File: src/hw/rtl/lfr_pkg.sv
package lfr_pkg;

    // frame geometry and bus constants
    localparam int unsigned MAX_DATA_BYTES_DEF = 8;
    localparam int unsigned CNT_W              = 4;
    localparam int unsigned DATA_W             = 64;
    localparam logic [7:0]  SYNC_BYTE          = 8'h55;
    localparam logic [5:0]  ID_MASK            = 6'b111111;
    localparam logic [15:0] TIMER_MAX          = 16'hFFFF;

    // configuration register reset values and indexes
    localparam logic [15:0] GAP_LIMIT_RST = 16'd1040;
    localparam logic        ENHANCED_RST  = 1'b1;
    localparam int unsigned CFG_IDX_W     = 8;
    localparam logic [CFG_IDX_W-1:0] CFG_GAP_LIMIT = 8'd0;
    localparam logic [CFG_IDX_W-1:0] CFG_ENHANCED  = 8'd1;

    // event kinds
    localparam logic [1:0] MODE_BYTE  = 2'd0;
    localparam logic [1:0] MODE_BREAK = 2'd1;
    localparam logic [1:0] MODE_TICK  = 2'd2;

    // frame status codes
    localparam logic [2:0] STATUS_OK           = 3'd0;
    localparam logic [2:0] STATUS_BAD_SYNC     = 3'd1;
    localparam logic [2:0] STATUS_DATA_TIMEOUT = 3'd2;
    localparam logic [2:0] STATUS_CSUM_TIMEOUT = 3'd3;
    localparam logic [2:0] STATUS_PARITY_ERR   = 3'd4;
    localparam logic [2:0] STATUS_CSUM_ERR     = 3'd5;

    typedef struct packed {
        logic [15:0] gap_limit;
        logic        enhanced;
    } t_cfg;

    typedef struct packed {
        logic [2:0]        status;
        logic [5:0]        frame_id;
        logic [CNT_W-1:0]  data_len;
        logic [DATA_W-1:0] data_bytes;
        logic [7:0]        frame_checksum;
    } t_result;

    // end-around-carry add of two bytes
    function automatic logic [7:0] eac_add(input logic [7:0] a, input logic [7:0] b);
        logic [8:0] s;
        s = {1'b0, a} + {1'b0, b};
        if (s > 9'd255) begin
            s = s - 9'd255;
        end
        return s[7:0];
    endfunction

    // true when the two parity bits of a protected identifier are right
    function automatic logic pid_parity_ok(input logic [7:0] pid);
        logic p0;
        logic p1;
        p0 = pid[0] ^ pid[1] ^ pid[2] ^ pid[4];
        p1 = ~(pid[1] ^ pid[3] ^ pid[4] ^ pid[5]);
        return (pid[7:6] == {p1, p0});
    endfunction

endpackage

File: src/hw/rtl/lfr_ifs.sv
// bus event channel
interface lfr_event_if;
    logic       valid;
    logic       ready;
    logic [1:0] mode;
    logic [7:0] byte_value;

    modport source (output valid, output mode, output byte_value, input ready);
    modport sink (input valid, input mode, input byte_value, output ready);
endinterface

// frame status channel
interface lfr_status_if;
    logic        valid;
    logic        ready;
    logic [2:0]  status;
    logic [5:0]  frame_id;
    logic [3:0]  data_len;
    logic [63:0] data_bytes;
    logic [7:0]  frame_checksum;

    modport source (output valid, output status, output frame_id, output data_len,
                    output data_bytes, output frame_checksum, input ready);
    modport sink (input valid, input status, input frame_id, input data_len,
                  input data_bytes, input frame_checksum, output ready);
endinterface

// configuration write channel
interface lfr_cfg_if;
    logic        valid;
    logic        ready;
    logic [7:0]  index;
    logic [15:0] data;

    modport source (output valid, output index, output data, input ready);
    modport sink (input valid, input index, input data, output ready);
endinterface

File: src/hw/rtl/lfr_frame_core.sv
module lfr_frame_core #(
    parameter int unsigned MAX_DATA_BYTES = lfr_pkg::MAX_DATA_BYTES_DEF
) (
    input  logic             i_clk,
    input  logic             i_rst_n,
    input  logic             i_fire,
    input  logic [1:0]       i_mode,
    input  logic [7:0]       i_byte,
    input  lfr_pkg::t_cfg    i_cfg,
    output logic             o_res_valid,
    output lfr_pkg::t_result o_res
);

    localparam int unsigned CNT_W = lfr_pkg::CNT_W;

    typedef enum logic [2:0] {
        PH_IDLE,
        PH_SYNC,
        PH_ID,
        PH_DATA,
        PH_CSUM
    } t_phase;

    t_phase           r_phase, n_phase;
    logic [7:0]       r_pid, n_pid;
    logic [7:0]       r_data [MAX_DATA_BYTES];
    logic [7:0]       r_last;
    logic [CNT_W-1:0] r_count, n_count;
    logic [15:0]      r_timer, n_timer;
    logic [7:0]       r_sum, n_sum;
    logic             data_wr;

    logic [15:0]      timer_inc;
    logic [7:0]       sum_last;
    logic [CNT_W-1:0] count_inc;
    logic [CNT_W-1:0] emit_len;
    logic [7:0]       chk_sum;
    logic [7:0]       chk_byte;
    logic [2:0]       chk_status;
    logic [63:0]      packed_data;

    // frame validation: identifier parity first, then checksum
    function automatic logic [2:0] frame_status(input logic [7:0] pid, input logic [7:0] sum,
                                                input logic [7:0] csum, input logic enh);
        logic [7:0] s;
        s = enh ? lfr_pkg::eac_add(sum, pid) : sum;
        if (!lfr_pkg::pid_parity_ok(pid)) begin
            return lfr_pkg::STATUS_PARITY_ERR;
        end else if (csum != ~s) begin
            return lfr_pkg::STATUS_CSUM_ERR;
        end
        return lfr_pkg::STATUS_OK;
    endfunction

    assign timer_inc = (r_timer != lfr_pkg::TIMER_MAX) ? r_timer + 16'd1 : r_timer;
    assign sum_last  = lfr_pkg::eac_add(r_sum, r_last);
    assign count_inc = r_count + CNT_W'(1);

    // reported length: on silence after enough bytes the newest one is the checksum
    assign emit_len = (r_phase == PH_DATA && r_count > CNT_W'(2)) ? r_count - CNT_W'(1)
                                                                  : r_count;

    // byte of the checksum and sum it is checked against, by case
    always_comb begin
        if (r_phase == PH_CSUM) begin
            chk_sum  = sum_last;
            chk_byte = i_byte;
        end else begin
            chk_sum  = r_sum;
            chk_byte = r_last;
        end
    end

    assign chk_status = frame_status(r_pid, chk_sum, chk_byte, i_cfg.enhanced);

    // pack stored data bytes below the reported length
    always_comb begin
        packed_data = '0;
        for (int i = 0; i < MAX_DATA_BYTES; i++) begin
            if (CNT_W'(i) < emit_len) begin
                packed_data[8*i +: 8] = r_data[i];
            end
        end
    end

    // next state and result for one event
    always_comb begin
        n_phase     = r_phase;
        n_pid       = r_pid;
        n_count     = r_count;
        n_timer     = r_timer;
        n_sum       = r_sum;
        data_wr     = 1'b0;
        o_res_valid = 1'b0;
        o_res       = '0;
        unique case (i_mode)
            lfr_pkg::MODE_BREAK: begin
                n_phase = PH_SYNC;
            end
            lfr_pkg::MODE_TICK: begin
                if (r_phase == PH_DATA || r_phase == PH_CSUM) begin
                    n_timer = timer_inc;
                    if (timer_inc > i_cfg.gap_limit) begin
                        n_phase     = PH_IDLE;
                        o_res_valid = 1'b1;
                        if (r_phase == PH_CSUM) begin
                            o_res.status = lfr_pkg::STATUS_CSUM_TIMEOUT;
                        end else if (r_count > CNT_W'(2)) begin
                            o_res.status          = chk_status;
                            o_res.frame_checksum  = chk_byte;
                        end else begin
                            o_res.status = lfr_pkg::STATUS_DATA_TIMEOUT;
                        end
                        o_res.frame_id   = r_pid[5:0] & lfr_pkg::ID_MASK;
                        o_res.data_len   = emit_len;
                        o_res.data_bytes = packed_data;
                    end
                end
            end
            lfr_pkg::MODE_BYTE: begin
                unique case (r_phase)
                    PH_SYNC: begin
                        if (i_byte == lfr_pkg::SYNC_BYTE) begin
                            n_phase = PH_ID;
                        end else if (i_byte != 8'd0) begin
                            n_phase      = PH_IDLE;
                            o_res_valid  = 1'b1;
                            o_res.status = lfr_pkg::STATUS_BAD_SYNC;
                        end
                    end
                    PH_ID: begin
                        n_pid   = i_byte;
                        n_count = '0;
                        n_sum   = '0;
                        n_timer = '0;
                        n_phase = PH_DATA;
                    end
                    PH_DATA: begin
                        if (r_count != '0) begin
                            n_sum = sum_last;
                        end
                        data_wr = 1'b1;
                        n_count = count_inc;
                        n_timer = '0;
                        if (count_inc >= CNT_W'(MAX_DATA_BYTES)) begin
                            n_phase = PH_CSUM;
                        end
                    end
                    PH_CSUM: begin
                        n_phase              = PH_IDLE;
                        o_res_valid          = 1'b1;
                        o_res.status         = chk_status;
                        o_res.frame_id       = r_pid[5:0] & lfr_pkg::ID_MASK;
                        o_res.data_len       = emit_len;
                        o_res.data_bytes     = packed_data;
                        o_res.frame_checksum = chk_byte;
                    end
                    default: begin
                    end
                endcase
            end
            default: begin
            end
        endcase
    end

    // state registers
    always_ff @(posedge i_clk) begin
        if (!i_rst_n) begin
            r_phase <= PH_IDLE;
            r_pid   <= '0;
            r_count <= '0;
            r_timer <= '0;
            r_sum   <= '0;
        end else if (i_fire) begin
            r_phase <= n_phase;
            r_pid   <= n_pid;
            r_count <= n_count;
            r_timer <= n_timer;
            r_sum   <= n_sum;
        end
    end

    // data byte store, newest byte kept aside for the running sum
    always_ff @(posedge i_clk) begin
        if (i_fire && data_wr) begin
            r_last <= i_byte;
            for (int i = 0; i < MAX_DATA_BYTES; i++) begin
                if (r_count == CNT_W'(i)) begin
                    r_data[i] <= i_byte;
                end
            end
        end
    end

endmodule

File: src/hw/rtl/lfr_out_buffer.sv
module lfr_out_buffer (
    input  logic             i_clk,
    input  logic             i_rst_n,
    input  logic             i_valid,
    input  lfr_pkg::t_result i_res,
    output logic             o_in_ready,
    output logic             o_valid,
    input  logic             i_ready,
    output lfr_pkg::t_result o_res
);

    logic             r_out_valid;
    logic             r_skid_valid;
    lfr_pkg::t_result r_out;
    lfr_pkg::t_result r_skid;
    logic             out_free;

    assign out_free   = !r_out_valid || i_ready;
    assign o_in_ready = !r_skid_valid;
    assign o_valid    = r_out_valid;
    assign o_res      = r_out;

    // output register with one skid entry behind it
    always_ff @(posedge i_clk) begin
        if (!i_rst_n) begin
            r_out_valid  <= 1'b0;
            r_skid_valid <= 1'b0;
        end else if (r_skid_valid) begin
            if (out_free) begin
                r_out_valid  <= 1'b1;
                r_skid_valid <= 1'b0;
            end
        end else if (i_valid) begin
            if (out_free) begin
                r_out_valid <= 1'b1;
            end else begin
                r_skid_valid <= 1'b1;
            end
        end else if (i_ready) begin
            r_out_valid <= 1'b0;
        end
    end

    // payload moves without reset
    always_ff @(posedge i_clk) begin
        if (r_skid_valid) begin
            if (out_free) begin
                r_out <= r_skid;
            end
        end else if (i_valid) begin
            if (out_free) begin
                r_out <= i_res;
            end else begin
                r_skid <= i_res;
            end
        end
    end

endmodule

File: src/hw/rtl/lin_frame_receiver_unit.sv
// LIN frame receiver. Takes one bus event per clock (received byte, break, or
// microsecond tick) and reports one status transaction per finished frame: a
// good frame, bad sync, data or checksum timeout, parity or checksum error.
// Each event is processed in the cycle it is accepted, so the rate is one
// event per clock while event ready is high; the status of the event that
// ends the frame is registered in the output register or in the one skid
// entry behind it, and event ready drops only while both hold an untaken
// status. Configuration writes (gap_limit at index 0, enhanced_checksum at
// index 1) are always ready and belong in idle periods.
module lin_frame_receiver_unit #(
    parameter int unsigned MAX_DATA_BYTES = lfr_pkg::MAX_DATA_BYTES_DEF
) (
    input  logic   i_clk,
    input  logic   i_rst_n,
    lfr_event_if.sink    i_evt,
    lfr_cfg_if.sink      i_cfg,
    lfr_status_if.source o_status
);

    lfr_pkg::t_cfg    r_cfg;
    lfr_pkg::t_result core_res;
    lfr_pkg::t_result buf_res;
    logic             core_res_valid;
    logic             evt_fire;

    assign i_cfg.ready = 1'b1;
    assign evt_fire    = i_evt.valid && i_evt.ready;

    // configuration registers
    always_ff @(posedge i_clk) begin
        if (!i_rst_n) begin
            r_cfg.gap_limit <= lfr_pkg::GAP_LIMIT_RST;
            r_cfg.enhanced  <= lfr_pkg::ENHANCED_RST;
        end else if (i_cfg.valid) begin
            unique case (i_cfg.index)
                lfr_pkg::CFG_GAP_LIMIT: r_cfg.gap_limit <= i_cfg.data;
                lfr_pkg::CFG_ENHANCED:  r_cfg.enhanced  <= i_cfg.data[0];
                default: begin
                end
            endcase
        end
    end

    lfr_frame_core #(
        .MAX_DATA_BYTES (MAX_DATA_BYTES)
    ) u_core (
        .i_clk       (i_clk),
        .i_rst_n     (i_rst_n),
        .i_fire      (evt_fire),
        .i_mode      (i_evt.mode),
        .i_byte      (i_evt.byte_value),
        .i_cfg       (r_cfg),
        .o_res_valid (core_res_valid),
        .o_res       (core_res)
    );

    lfr_out_buffer u_out (
        .i_clk      (i_clk),
        .i_rst_n    (i_rst_n),
        .i_valid    (evt_fire && core_res_valid),
        .i_res      (core_res),
        .o_in_ready (i_evt.ready),
        .o_valid    (o_status.valid),
        .i_ready    (o_status.ready),
        .o_res      (buf_res)
    );

    assign o_status.status         = buf_res.status;
    assign o_status.frame_id       = buf_res.frame_id;
    assign o_status.data_len       = buf_res.data_len;
    assign o_status.data_bytes     = buf_res.data_bytes;
    assign o_status.frame_checksum = buf_res.frame_checksum;

    // a full skid entry implies the output register holds a status
    a_skid_behind_out: assert property (@(posedge i_clk) disable iff (!i_rst_n)
        !i_evt.ready |-> o_status.valid)
        else $error("skid entry full while output register empty");

    // only defined status codes leave the block
    a_status_code: assert property (@(posedge i_clk) disable iff (!i_rst_n)
        o_status.valid |-> (o_status.status <= lfr_pkg::STATUS_CSUM_ERR))
        else $error("undefined status code");

    // bad sync carries no frame content
    a_bad_sync_empty: assert property (@(posedge i_clk) disable iff (!i_rst_n)
        (o_status.valid && o_status.status == lfr_pkg::STATUS_BAD_SYNC) |->
        (o_status.data_len == '0 && o_status.frame_id == '0 &&
         o_status.frame_checksum == '0))
        else $error("bad sync status with frame content");

    // reported length never exceeds the data store
    a_len_bound: assert property (@(posedge i_clk) disable iff (!i_rst_n)
        o_status.valid |-> (o_status.data_len <= lfr_pkg::CNT_W'(MAX_DATA_BYTES)))
        else $error("data length beyond store depth");

endmodule
File: src/flat_wrapper.sv
// flat-port wrapper written by rule: the top's interface ports become plain ports
module lin_frame_receiver_unit_flat 
#(
    parameter int unsigned MAX_DATA_BYTES = lfr_pkg::MAX_DATA_BYTES_DEF
)
  (i_clk, i_rst_n, i_evt_valid, i_evt_mode, i_evt_byte_value, i_evt_ready, i_cfg_valid, i_cfg_index, i_cfg_data, i_cfg_ready, o_status_valid, o_status_status, o_status_frame_id, o_status_data_len, o_status_data_bytes, o_status_frame_checksum, o_status_ready);
  lfr_event_if i_evt_i ();
  lfr_cfg_if i_cfg_i ();
  lfr_status_if o_status_i ();
  input  logic i_clk;
  input  logic i_rst_n;
  input wire logic [$bits(i_evt_i.valid)-1:0] i_evt_valid;
  input wire logic [$bits(i_evt_i.mode)-1:0] i_evt_mode;
  input wire logic [$bits(i_evt_i.byte_value)-1:0] i_evt_byte_value;
  output wire logic [$bits(i_evt_i.ready)-1:0] i_evt_ready;
  input wire logic [$bits(i_cfg_i.valid)-1:0] i_cfg_valid;
  input wire logic [$bits(i_cfg_i.index)-1:0] i_cfg_index;
  input wire logic [$bits(i_cfg_i.data)-1:0] i_cfg_data;
  output wire logic [$bits(i_cfg_i.ready)-1:0] i_cfg_ready;
  output wire logic [$bits(o_status_i.valid)-1:0] o_status_valid;
  output wire logic [$bits(o_status_i.status)-1:0] o_status_status;
  output wire logic [$bits(o_status_i.frame_id)-1:0] o_status_frame_id;
  output wire logic [$bits(o_status_i.data_len)-1:0] o_status_data_len;
  output wire logic [$bits(o_status_i.data_bytes)-1:0] o_status_data_bytes;
  output wire logic [$bits(o_status_i.frame_checksum)-1:0] o_status_frame_checksum;
  input wire logic [$bits(o_status_i.ready)-1:0] o_status_ready;
  assign i_evt_i.valid = i_evt_valid;
  assign i_evt_i.mode = i_evt_mode;
  assign i_evt_i.byte_value = i_evt_byte_value;
  assign i_evt_ready = i_evt_i.ready;
  assign i_cfg_i.valid = i_cfg_valid;
  assign i_cfg_i.index = i_cfg_index;
  assign i_cfg_i.data = i_cfg_data;
  assign i_cfg_ready = i_cfg_i.ready;
  assign o_status_valid = o_status_i.valid;
  assign o_status_status = o_status_i.status;
  assign o_status_frame_id = o_status_i.frame_id;
  assign o_status_data_len = o_status_i.data_len;
  assign o_status_data_bytes = o_status_i.data_bytes;
  assign o_status_frame_checksum = o_status_i.frame_checksum;
  assign o_status_i.ready = o_status_ready;
  lin_frame_receiver_unit #(.MAX_DATA_BYTES(MAX_DATA_BYTES)) u_core (.i_clk(i_clk), .i_rst_n(i_rst_n), .i_evt(i_evt_i), .i_cfg(i_cfg_i), .o_status(o_status_i));
endmodule
File: config.mk
export PLATFORM = sky130hd
export DESIGN_NAME = lin_frame_receiver_unit_flat
export DESIGN_NICKNAME = d
export VERILOG_FILES = /design/src/hw/rtl/lfr_pkg.sv /design/src/hw/rtl/lfr_ifs.sv /design/src/hw/rtl/lfr_frame_core.sv /design/src/hw/rtl/lfr_out_buffer.sv /design/src/hw/rtl/lin_frame_receiver_unit.sv /design/src/flat_wrapper.sv
export SDC_FILE = /design/constraint.sdc
export NUM_CORES = 1
export LEC_CHECK = 0
export BUFFER_PORTS_ARGS = -buffer_cell sky130_fd_sc_hd__buf_2
export CORE_ASPECT_RATIO = 1.25
export CORE_MARGIN = 5
export CORE_UTILIZATION = 54
export DETAILED_ROUTE_END_ITERATION = 8
export HOLD_SLACK_MARGIN = 0.1
export PLACE_DENSITY = 0.76
export RECOVER_POWER = 100
export SYNTH_ARGS = -nofsm -noshare
export SYNTH_HDL_FRONTEND = slang
export SYNTH_SLANG_ARGS = --single-unit
File: constraint.sdc
create_clock -name i_clk -period 8.28 [get_ports i_clk]
set_input_delay 0.414 -clock i_clk [delete_from_list [all_inputs] [get_ports i_clk]]
set_output_delay 0.414 -clock i_clk [all_outputs]
set_load 0.005 [all_outputs]
==> key figures <==
Critical path
  • Max stage delay on crit path: 1130 ps
  • Cell mode on critical path: and3_1
  • Arrival @ worst endpoint: 7320 ps
  • Setup CP Type: reg -> reg
  • Slowest-stage cell, CP: clkbuf_1
  • Critical path startpoint category: flop
  • Crit path max-delay family: simple AND/OR/NAND/NOR gates
  • Crit-path max FO: 43
  • Critical path required time: 8420 ps
  • CP Cell Sequence: and3_1 -> and3_1 -> nand3_1 -> nor2_1 -> and4_1 -> nand3_1 -> and2_0 -> and3_1 -> xor2_1 -> ha_1 -> nand4_1 -> nor2_1 -> a221oi_1 -> a21oi_1 -> clkbuf_1 -> nand2_1 -> a21oi_1 -> nor2_4 -> clkbuf_1
  • CP Buf/Inv Count: 2
  • Worst setup EP type: flop

Power
  • Logic pwr share: 0.014
  • Sw Share: 0.197
  • Worst VDD drop: 138 uV
  • Clk pwr share: 0.421
  • Pwr Density: 178 mW/mm^2
  • Leak: 6.06 nW
  • Psw: 0.000564 W
  • P_int: 0.00230 W
  • Sequential share of power: 0.565

Synth
  • Count of cell types in the netlist: 77
  • Post-Syn Instances: 1144
  • Post-Syn Nets: 1227
  • Synth Warn #: 0
  • Post-synth EDFFs: 242
  • Dominant cells by area after synthesis: edfxtp_1 (51%), dfxtp_1 (8.1%), mux2_2 (6.4%), ha_1 (3.7%), and2_1 (3.3%)
  • Top FF cell, synth: edfxtp_1
  • Most frequent cell after synthesis: edfxtp_1
  • Yosys top cell by area: edfxtp_1
  • Top cells by count, synth: edfxtp_1 (242), mux2_2 (81), and2_1 (76), nand2_1 (76), nor2_1 (60)
  • Post-Syn Area per Cell: 12.5 sq um
  • Flops & latches, synth: 300
  • Cell area after synthesis: 0.0143 sq mm
  • Synth async-reset ratio: 0
  • Post-synthesis sequential area ratio: 0.590
  • Yosys top cell area share: 0.509

Routing
  • DR vias/cell: 5.70
  • Drt wl/cell: 19.3 um
  • Antenna viol nets, final: 0
  • Pre-Repair DR Iteration Count: 5
  • Initial DRC Count: 562
  • Final wirelength: 31600 um
  • # DRC: 0
  • Vias: 9296

Global routing
  • Initial antenna violation count: 0
  • Number of global-route vias before repair: 8942
  • Tot GR Track Use: 0.207
  • Global route total overflow: 0
  • Largest net degree at the start of global routing: 79
  • Global-route wire length before repair: 49000 um

Timing
  • Worst-margin pin slew: 4340 ps
  • Highest Clock Rate: 139 MHz
  • Final min period: 7180 ps
  • RSZ-0062 raised after global routing: no
  • # setup viols final: 0
  • Period utilization: 0.868
  • Final hold viol count: 0
  • Slew Limit Headroom: -1.90
  • Clk_skew: 12.7 ps
  • Setup TNS: 0 ps
  • Slew Viols, Final: 143

CTS
  • Root Driver: clkbuf_16
  • Clk_lat worst skew: 540 ps
  • Hold Buf Count CTS: 3
  • Postcts setup bufs: 0
  • Total CTS buffers: 28
  • CTS max path bufs: 3
  • Total number of H-tree levels: 1
  • CTS tree: done
  • Number of clock sinks: 300
  • Worst-path clk slew: 60 ps
  • Number of gates resized after CTS: 0

Placed design
  • Post-DP HPWL: 21700 um
  • DP Area: 0.0153 sq mm
  • Port bufs: 125
  • Routability Congestion: 0.920

Final layout
  • Final instance area: 0.0160 sq mm
  • Antenna diodes: 0
  • Total Nets Final: 1354
  • Area of the multi-input gates: 0.00557 sq mm
  • Layout cells sized above 1: 0.151
  • Reg area: 0.00843 sq mm
  • Filler cell count: 2142
  • Synth-to-Final Area Change: 12.3%

Worst hold path
  • Worst Hold Class: in -> reg

Floorplan
  • Die ar.: 0.0298 sq mm
  • Die width: 155 um
  • IO Count: 127
  • Die Ht: 192 um
  • # rows: 66
  • Core box area: 0.0261 sq mm
  • Initial Utilization: 0.547

Job
  • Max_cap viols: 4

Status
  • Violated checks: max-capacitance violations, max-slew violations
  • Run status: finished with violations
==> worst paths after layout <==
check | cells after the start | slack, ps | to | startpoint
min reg2reg | 2 | 490 | u_core.u_core.r_timer[10] | u_core.u_core.r_timer[10]
max reg2reg | 19 | 1100 | u_core.u_out.o_res[71] | u_core.u_core.r_timer[3]
max | 19 | 1100 | u_core.u_out.o_res[71] | u_core.u_core.r_timer[3]
min | 3 | 140 | u_core.r_cfg[12] | i_cfg_data[11]
==> worst register-to-register path: cells and delay by family (launching register included) <==
family,cells,cell delay [ps]
buf+inv,2,1600
simple gates,12,3430
xor+xnor,1,150
flops,1,440
compound gates,3,860
fa+ha+maj,1,290
==> power groups by stage <==
stage | clock, W | sequential, W | combinational [W]
3_5_place_dp | 0 | 0.00165 | 0.0000403
4_1_cts | 0.00122 | 0.00162 | 0.0000414
3_3_place_gp | 0 | 0.00165 | 0.0000393
2_1_floorplan | 0 | 0.00165 | 0.0000138
5_1_grt | 0.00129 | 0.00161 | 0.0000436
6_report | 0.00120 | 0.00162 | 0.0000404
==> flip-flops by register name, summed over array words and instances, names as in the netlist <==
| signal | flops |
|---|---|
| u_core.u_out.o_res | 85 |
| u_core.u_out.r_skid | 85 |
| u_core.u_core.r_data | 64 |
| u_core.r_cfg | 17 |
| u_core.u_core.r_timer | 16 |
| u_core.u_core.r_last | 8 |
| u_core.u_core.r_pid | 8 |
| u_core.u_core.r_sum | 8 |
| u_core.u_core.r_count | 4 |
| u_core.u_core.r_phase | 3 |
| u_core.u_out.o_valid | 1 |
| u_core.u_out.r_skid_valid | 1 |
==> logic make-up after synthesis <==
kind of cell	after synthesis	synth area share
simple gates	383	0.145
flops	300	0.590
compound gates	184	0.0908
mux	116	0.0885
buf+inv	75	0.0201
fa+ha+maj	44	0.0396
xor+xnor	41	0.0251
other cells	1	0.000263
==> metrics by stage <==
stage	util	cells	setup slack, ps	hold slack [ps]	total power, W
6_report	0.615	1632	1100	136	0.00286
5_1_grt	0.615	1632	541	130	0.00295
4_1_cts	0.619	1632	1600	122	0.00288
3_5_place_dp	0.585	1578	1640	479	0.00169
3_3_place_gp	0.585	1578	1740	469	0.00169
2_1_floorplan	-	1144	541	455	0.00166
==> layout make-up <==
type                       instances  share of cell area
timing repair buffer             140              0.0399
sequential                       300               0.525
clock buffer                      40              0.0497
clock inverter                    11             0.00382
multi-input combinational        769               0.347
tap                              340              0.0265
inverter                          32             0.00757
==> cells in the final DEF (no fill, tap or decap), types with 5 or more instances in the layout <==
master | Yosys | layout
nor4_1 | 4 | 5
or3_1 | 7 | 7
nand4_1 | 11 | 11
mux2_2 | 81 | 69
clkbuf_1 | 39 | 74
mux2i_1 | 34 | 34
o211ai_1 | 11 | 11
a21oi_1 | 39 | 39
edfxtp_1 | 242 | 242
nor3b_1 | 6 | 6
and2_0 | 0 | 74
a31oi_1 | 7 | 7
dfxtp_1 | 58 | 58
mux2_1 | 1 | 13
o21ai_1 | 5 | 5
clkbuf_16 | 0 | 29
xor2_1 | 14 | 14
o21ai_0 | 26 | 26
nand3_1 | 30 | 30
nor2_1 | 60 | 59
xnor2_1 | 27 | 27
nor3_1 | 20 | 20
o21a_1 | 12 | 12
nor2b_1 | 48 | 48
a22oi_1 | 6 | 6
buf_2 | 2 | 68
a21o_1 | 10 | 10
ha_1 | 42 | 42
a21boi_0 | 16 | 17
nand2_1 | 76 | 76
and3_1 | 14 | 14
o31ai_1 | 9 | 8
inv_1 | 32 | 31
a22o_1 | 8 | 8
==> layer usage <==
metal  global-route usage  part of all wire  wire [um]  vias up
met4               0.0620             0.028        887        0
met3               0.0279             0.050       1590       58
met1                0.271              0.42      13300     4485
li1                     -                 -          -     4490
met2                0.359              0.50      15800      263
met5                    0                 0          0        -
(Power assumes the default switching activity.)
